File: config.mk
export PLATFORM = sky130hd
export DESIGN_NAME = ktab_seq
export DESIGN_NICKNAME = d
export VERILOG_FILES = /design/src/sv/ktab_pkg.sv /design/src/sv/ktab_seq.sv
export SDC_FILE = /design/constraint.sdc
export NUM_CORES = 1
export LEC_CHECK = 0
export BUFFER_PORTS_ARGS = -buffer_cell sky130_fd_sc_hd__clkbuf_2
export CAP_MARGIN = 0
export CORE_AREA = 4 4 148 150
export CTS_CLUSTER_DIAMETER = 150
export DETAILED_ROUTE_END_ITERATION = 8
export DIE_AREA = 0 0 152 154
export SYNTH_ARGS = -nofsm -noshare
export SYNTH_HDL_FRONTEND = slang
export SYNTH_SLANG_ARGS = --single-unit
File: constraint.sdc
create_clock -name clk_i -period 6.8 [get_ports clk_i]
set_input_delay 0.34 -clock clk_i [delete_from_list [all_inputs] [get_ports clk_i]]
set_output_delay 0.34 -clock clk_i [all_outputs]
set_load 0.005 [all_outputs]
File: src/sv/ktab_pkg.sv
// ktab_pkg: shared types, widths and codes for the key table block
// no dependencies; used by the channel interfaces and every module of the block

package ktab_pkg;

  // table geometry
  localparam int TABLE_DEPTH = 256;
  localparam int ADDR_W      = $clog2(TABLE_DEPTH);
  localparam int CNT_W       = $clog2(TABLE_DEPTH + 1);

  // fixed field widths of the channel words
  localparam int CMD_W    = 2;
  localparam int KEY_W    = 27;
  localparam int IDX_W    = 8;
  localparam int STATUS_W = 3;
  localparam int COUNT_W  = 9;

  typedef enum logic [CMD_W-1:0] {
    CMD_APPEND = 2'd0,
    CMD_LOOKUP = 2'd1,
    CMD_DELETE = 2'd2,
    CMD_READ   = 2'd3
  } cmd_e;

  typedef enum logic [STATUS_W-1:0] {
    ST_OK      = 3'd0,
    ST_FULL    = 3'd1,
    ST_MISSING = 3'd2,
    ST_RANGE   = 3'd3,
    ST_ZERO    = 3'd4
  } status_e;

  typedef enum logic [2:0] {
    S_IDLE,
    S_SCAN,
    S_SHIFT,
    S_RDATA,
    S_DONE
  } state_e;

  // request to the key store
  typedef struct packed {
    logic              rd_en;
    logic [ADDR_W-1:0] rd_addr;
    logic              wr_en;
    logic [ADDR_W-1:0] wr_addr;
    logic [KEY_W-1:0]  wr_data;
  } mem_req_t;

  // finished result word from the sequencer
  typedef struct packed {
    logic [STATUS_W-1:0] status;
    logic [IDX_W-1:0]    match_index;
    logic [KEY_W-1:0]    entry_data;
    logic [COUNT_W-1:0]  entry_count;
  } res_t;

endpackage

File: src/sv/ktab_seq.sv
// ktab_seq: command sequencer with the shared key comparator and shift walker
// depends on ktab_pkg; drives ktab_mem through mem_req_t

module ktab_seq (
  input  logic                          clk_i,
  input  logic                          rst_ni,
  input  logic                          cmd_valid_i,
  output logic                          cmd_ready_o,
  input  logic [ktab_pkg::CMD_W-1:0]    cmd_i,
  input  logic [ktab_pkg::KEY_W-1:0]    key_i,
  input  logic [ktab_pkg::IDX_W-1:0]    index_i,
  input  logic                          res_free_i,
  output logic                          res_valid_o,
  output ktab_pkg::res_t                res_o,
  output ktab_pkg::mem_req_t            mem_req_o,
  input  logic [ktab_pkg::KEY_W-1:0]    mem_rd_data_i
);

  localparam int ADDR_W = ktab_pkg::ADDR_W;
  localparam int CNT_W  = ktab_pkg::CNT_W;

  ktab_pkg::state_e                 state_q, state_d;
  ktab_pkg::cmd_e                   cmd_q, cmd_d;
  logic [ktab_pkg::KEY_W-1:0]       key_q, key_d;
  logic [CNT_W-1:0]                 count_q, count_d;
  logic [CNT_W-1:0]                 ptr_q, ptr_d;
  logic [ADDR_W-1:0]                chk_q, chk_d;
  logic                             chk_v_q, chk_v_d;
  logic [ADDR_W-1:0]                wa_q, wa_d;
  logic                             wp_q, wp_d;
  logic [ADDR_W-1:0]                pos_q, pos_d;
  ktab_pkg::status_e                status_q, status_d;
  logic [ktab_pkg::KEY_W-1:0]       data_q, data_d;
  logic                             hit;
  logic                             last_chk;

  always_ff @(posedge clk_i or negedge rst_ni) begin
    if (!rst_ni) begin
      state_q <= ktab_pkg::S_IDLE;
      count_q <= '0;
      chk_v_q <= 1'b0;
      wp_q    <= 1'b0;
    end else begin
      state_q <= state_d;
      count_q <= count_d;
      chk_v_q <= chk_v_d;
      wp_q    <= wp_d;
    end
  end

  always_ff @(posedge clk_i) begin
    cmd_q    <= cmd_d;
    key_q    <= key_d;
    ptr_q    <= ptr_d;
    chk_q    <= chk_d;
    wa_q     <= wa_d;
    pos_q    <= pos_d;
    status_q <= status_d;
    data_q   <= data_d;
  end

  // the one comparator, shared by lookup and delete
  assign hit      = chk_v_q && (mem_rd_data_i == key_q);
  assign last_chk = chk_v_q && ((CNT_W'(chk_q) + CNT_W'(1)) == count_q);

  always_comb begin
    state_d     = state_q;
    cmd_d       = cmd_q;
    key_d       = key_q;
    count_d     = count_q;
    ptr_d       = ptr_q;
    chk_d       = chk_q;
    chk_v_d     = chk_v_q;
    wa_d        = wa_q;
    wp_d        = wp_q;
    pos_d       = pos_q;
    status_d    = status_q;
    data_d      = data_q;
    mem_req_o   = '0;
    cmd_ready_o = 1'b0;
    res_valid_o = 1'b0;

    case (state_q)
      ktab_pkg::S_IDLE: begin
        cmd_ready_o = 1'b1;
        if (cmd_valid_i) begin
          cmd_d    = ktab_pkg::cmd_e'(cmd_i);
          key_d    = key_i;
          status_d = ktab_pkg::ST_OK;
          pos_d    = '0;
          data_d   = '0;
          chk_v_d  = 1'b0;
          ptr_d    = '0;
          state_d  = ktab_pkg::S_DONE;
          case (ktab_pkg::cmd_e'(cmd_i))
            ktab_pkg::CMD_APPEND: begin
              if (key_i == '0) begin
                status_d = ktab_pkg::ST_ZERO;
              end else if (count_q == CNT_W'(ktab_pkg::TABLE_DEPTH)) begin
                status_d = ktab_pkg::ST_FULL;
              end else begin
                mem_req_o.wr_en   = 1'b1;
                mem_req_o.wr_addr = count_q[ADDR_W-1:0];
                mem_req_o.wr_data = key_i;
                pos_d             = count_q[ADDR_W-1:0];
                count_d           = count_q + CNT_W'(1);
              end
            end
            ktab_pkg::CMD_LOOKUP, ktab_pkg::CMD_DELETE: begin
              if (count_q == '0) begin
                status_d = ktab_pkg::ST_MISSING;
              end else begin
                state_d = ktab_pkg::S_SCAN;
              end
            end
            ktab_pkg::CMD_READ: begin
              if (32'(index_i) < 32'(count_q)) begin
                mem_req_o.rd_en   = 1'b1;
                mem_req_o.rd_addr = ADDR_W'(index_i);
                pos_d             = ADDR_W'(index_i);
                state_d           = ktab_pkg::S_RDATA;
              end else begin
                status_d = ktab_pkg::ST_RANGE;
              end
            end
            default: begin
              status_d = ktab_pkg::ST_RANGE;
            end
          endcase
        end
      end

      // one read issued and one compare done per cycle
      ktab_pkg::S_SCAN: begin
        if (hit) begin
          pos_d   = chk_q;
          chk_v_d = 1'b0;
          if (cmd_q == ktab_pkg::CMD_DELETE) begin
            ptr_d   = CNT_W'(chk_q) + CNT_W'(1);
            wp_d    = 1'b0;
            state_d = ktab_pkg::S_SHIFT;
          end else begin
            state_d = ktab_pkg::S_DONE;
          end
        end else if (last_chk) begin
          status_d = ktab_pkg::ST_MISSING;
          chk_v_d  = 1'b0;
          state_d  = ktab_pkg::S_DONE;
        end else begin
          mem_req_o.rd_en   = 1'b1;
          mem_req_o.rd_addr = ptr_q[ADDR_W-1:0];
          chk_d             = ptr_q[ADDR_W-1:0];
          chk_v_d           = 1'b1;
          ptr_d             = ptr_q + CNT_W'(1);
        end
      end

      // move entry ptr to ptr-1; each entry is read in the cycle before its write
      ktab_pkg::S_SHIFT: begin
        if (wp_q) begin
          mem_req_o.wr_en   = 1'b1;
          mem_req_o.wr_addr = wa_q;
          mem_req_o.wr_data = mem_rd_data_i;
        end
        if (ptr_q < count_q) begin
          mem_req_o.rd_en   = 1'b1;
          mem_req_o.rd_addr = ptr_q[ADDR_W-1:0];
          wa_d              = ADDR_W'(ptr_q - CNT_W'(1));
          wp_d              = 1'b1;
          ptr_d             = ptr_q + CNT_W'(1);
        end else begin
          wp_d = 1'b0;
          if (!wp_q) begin
            count_d = count_q - CNT_W'(1);
            state_d = ktab_pkg::S_DONE;
          end
        end
      end

      ktab_pkg::S_RDATA: begin
        data_d  = mem_rd_data_i;
        state_d = ktab_pkg::S_DONE;
      end

      ktab_pkg::S_DONE: begin
        if (res_free_i) begin
          res_valid_o = 1'b1;
          state_d     = ktab_pkg::S_IDLE;
        end
      end

      default: begin
        state_d = ktab_pkg::S_IDLE;
      end
    endcase
  end

  assign res_o.status      = status_q;
  assign res_o.match_index = ktab_pkg::IDX_W'(pos_q);
  assign res_o.entry_data  = data_q;
  assign res_o.entry_count = ktab_pkg::COUNT_W'(count_q);

endmodule
==> flow_summary.json <==
{
  "die_area_sq_um": 23400,
  "root_buffer": "clkbuf_16",
  "final_area_sq_um": 7500,
  "hold_depth": 2,
  "rsz0062_at_grt": "false",
  "crit_fanout": 11,
  "coreArea_sq_um": 20700,
  "finalNetCount": 775,
  "hpwl_um": 14800,
  "r2r_cells": 9,
  "syn_inst": 525,
  "n_fill_cell": 2104,
  "synthTopCellsByCount": "edfxtp_1, a22o_1, xnor2_1, and3_1",
  "diodes": 0,
  "placed_cells": 941,
  "synthesis.area_sq_um": 6110,
  "worstSetupPathType": "reg2out",
  "clock_latency_ns": 0.35,
  "place_congestion": 0.861,
  "cp.arrival_ns": 3.50,
  "dieHeight_um": 154,
  "synth.net_count": 622,
  "antenna_found_initial": 0,
  "grt_pass1_vias": 4745,
  "dieWidth_um": 152,
  "dr.pass1.iters": 4,
  "wl_per_cell_um": 19.5,
  "hold_path.class": "in2reg",
  "cts.clk_slew.worst_paths_ns": 0.07,
  "p_per_area_nw_per_um2": 390,
  "clock-skew-final_ns": 0.0136,
  "slowest_stage": "nor2b_1",
  "vias_per_cell": 5.06,
  "reg2reg_slack_ns": 3.49,
  "worst_hold_startpoint": "res_free_i",
  "ys.flop_type": "edfxtp_1",
  "crit_path_start_kind": "flop",
  "numPortBuffers": 161,
  "htree_levels": 3,
  "ir_worst_vdd_mv": 0.144,
  "drv_cap": 0,
  "synth-seq-area-share": 0.509,
  "cp_cell_sequence": "inv_1, ha_1, and3_1, a221oi_1, a21oi_1, nor2b_1, and2_1, a22o_2, clkbuf_2",
  "synth.area.top_cells": "edfxtp_1, a22o_1, xnor2_1",
  "maxSlewViolCount": 0,
  "cts_inserted_buffers": 9,
  "async_flop_share": 0.132,
  "cts.sinks": 106,
  "synth_top_cell_area_share": 0.452,
  "post-route-util": 0.362,
  "clockBufferDepth": 2,
  "grt_max_degree": 41,
  "power_leakage_nw": 3.20,
  "critPathMaxStageDelay_ns": 0.62,
  "grt.total_usage": 0.158,
  "num_io_pins": 162,
  "status": "finished, final reports clean",
  "tightest_slew_ns": 0.952,
  "grt_remaining_overflow": 0,
  "syn_to_final_growth_pct": 22.7,
  "ys_ff_latch": 106,
  "whs_endpoint": "state_q[2]",
  "postPlaceCellArea_sq_um": 7190,
  "relSlewSlack": 0.364,
  "dr.first_iter.drc_count": 279,
  "tritoncts": "yes",
  "drive_above_1_share": 0.309,
  "dr_wl_met2_um": 8210,
  "syn_area_per_cell_sq_um": 11.6,
  "max_freq_mhz": 260,
  "final_cells": 958,
  "finalHoldViolCount": 0,
  "end_kind": "output port",
  "grt_pass1_wl_um": 28600,
  "timing.rr.end": "count_q[8]",
  "drc_errors": 0,
  "min_period_ns": 3.84,
  "ant_nets": 0,
  "yosysMostFrequentCell": "edfxtp_1",
  "synth_cell_types": 60,
  "cts_setup_buffers": 0,
  "top_layer": "met4",
  "cp.required_ns": 6.46,
  "wl_um": 18700,
  "synth_enable_flop_cells": 92,
  "ctsResizeCount": 0,
  "num_rows": 53,
  "yosys.area.top_type": "edfxtp_1",
  "num_vias": 4848,
  "start_util": 0.295,
  "yosysWarnings": 0,
  "finalCritPeriodShare": 0.565,
  "wl_met1_um": 8650,
  "routed-wl-met3_um": 1550,
  "setup_tns_ns": 0,
  "r2r-start": "count_q[4]",
  "setup_viol": 0
}
area by class of cell:
cell class                 instances  area [sq um]  area share
clock inverter                     5          62.6     0.00834
tap                              275           344      0.0459
multi-input combinational        363          2770       0.369
clock buffer                      11           233      0.0310
inverter                          28           105      0.0140
timing repair buffer             170           876       0.117
sequential                       106          3110       0.415
critical path, delay by kind of cell (launching register included):
family,cells,cell delay [ns]
buffers and inverters,2,0.24
flip-flops,1,0.60
AO/OA/AOI/OAI,3,0.72
adder cells (fa/ha/maj),1,0.31
AND/OR/NAND/NOR,3,1.27
registers in the layout (all words and copies together), names as in the netlist:
| name | cells |
|---|---|
| wp_q | 1 |
| state_q | 3 |
| chk_v_q | 1 |
| count_q | 9 |
| data_q | 27 |
| key_q | 27 |
| pos_q | 8 |
| cmd_q | 2 |
| ptr_q | 9 |
| wa_q | 8 |
| status_q | 3 |
| chk_q | 8 |
kinds of logic after synthesis:
logic type | Yosys count | synth area share
AND/OR/NAND/NOR | 145 | 0.130
AO/OA/AOI/OAI | 126 | 0.161
flip-flops | 106 | 0.509
XOR/XNOR | 62 | 0.0979
buffers and inverters | 56 | 0.0399
adder cells (fa/ha/maj) | 29 | 0.0606
multiplexers | 1 | 0.00164
cell usage in the layout (no fill, tap or decap), drive strengths merged, types with 3 or more instances in the layout:
cell	Yosys	final
a21oi	15	15
o41ai	3	3
xnor3	3	3
edfxtp	92	92
a22o	59	59
xnor2	47	47
a221oi	3	3
or2	4	4
o21ai	15	15
nand4	14	14
nand3	8	8
a21o	6	6
nand2	23	23
inv	28	29
or3	5	5
and3	32	32
nor4	10	10
xor2	12	12
nor3	8	8
clkbuf	18	172
nor2b	6	6
nor2	27	27
o22ai	8	8
ha	28	28
buf	10	8
dfrtp	14	14
worst max-delay path by stage:
| stage | slack, ns | endpoint | from | cells past startpoint |
|---|---|---|---|---|
| 6_report | 2.96 | mem_req_o[37] | count_q[7] | 9 |
| 5_1_grt | 2.70 | mem_req_o[38] | count_q[6] | 9 |
| 4_1_cts | 2.95 | mem_req_o[39] | count_q[6] | 9 |
| 3_5_place_dp | 3.35 | mem_req_o[39] | count_q[6] | 9 |
| 3_3_place_gp | 3.32 | mem_req_o[39] | count_q[6] | 9 |
| 2_1_floorplan | 3.09 | ptr_q[0] | count_q[1] | 8 |
report_power, final:
group | leakage (nW) | internal, mW | total (mW) | switching, mW
logic | 2.01 | 0.527 | 1.17 | 0.647
registers | 1.05 | 0.986 | 1.23 | 0.244
clock network | 0.136 | 0.288 | 0.524 | 0.236
what timing repair did:
action	CTS	global route
hold endpoints to repair	14	0
setup endpoints to repair	0	0
hold buffers	1	0
metal layers:
layer / global-route usage / vias up
met5: 0 / -
met4: 0.0471 / 0
met3: 0.0419 / 20
met2: 0.243 / 232
met1: 0.220 / 2293
li1: - / 2303
stage by stage:
stage	setup WS, ns	hold slack [ns]	power, mW
after floorplan	3.09	0.0444	1.97
after global placement	3.32	0.284	2.42
after detailed placement	3.35	0.280	2.42
after CTS	2.95	0.177	2.95
after global routing	2.70	0.186	3.14
final	2.96	0.193	2.93
Power figures use the tool's default switching activity.
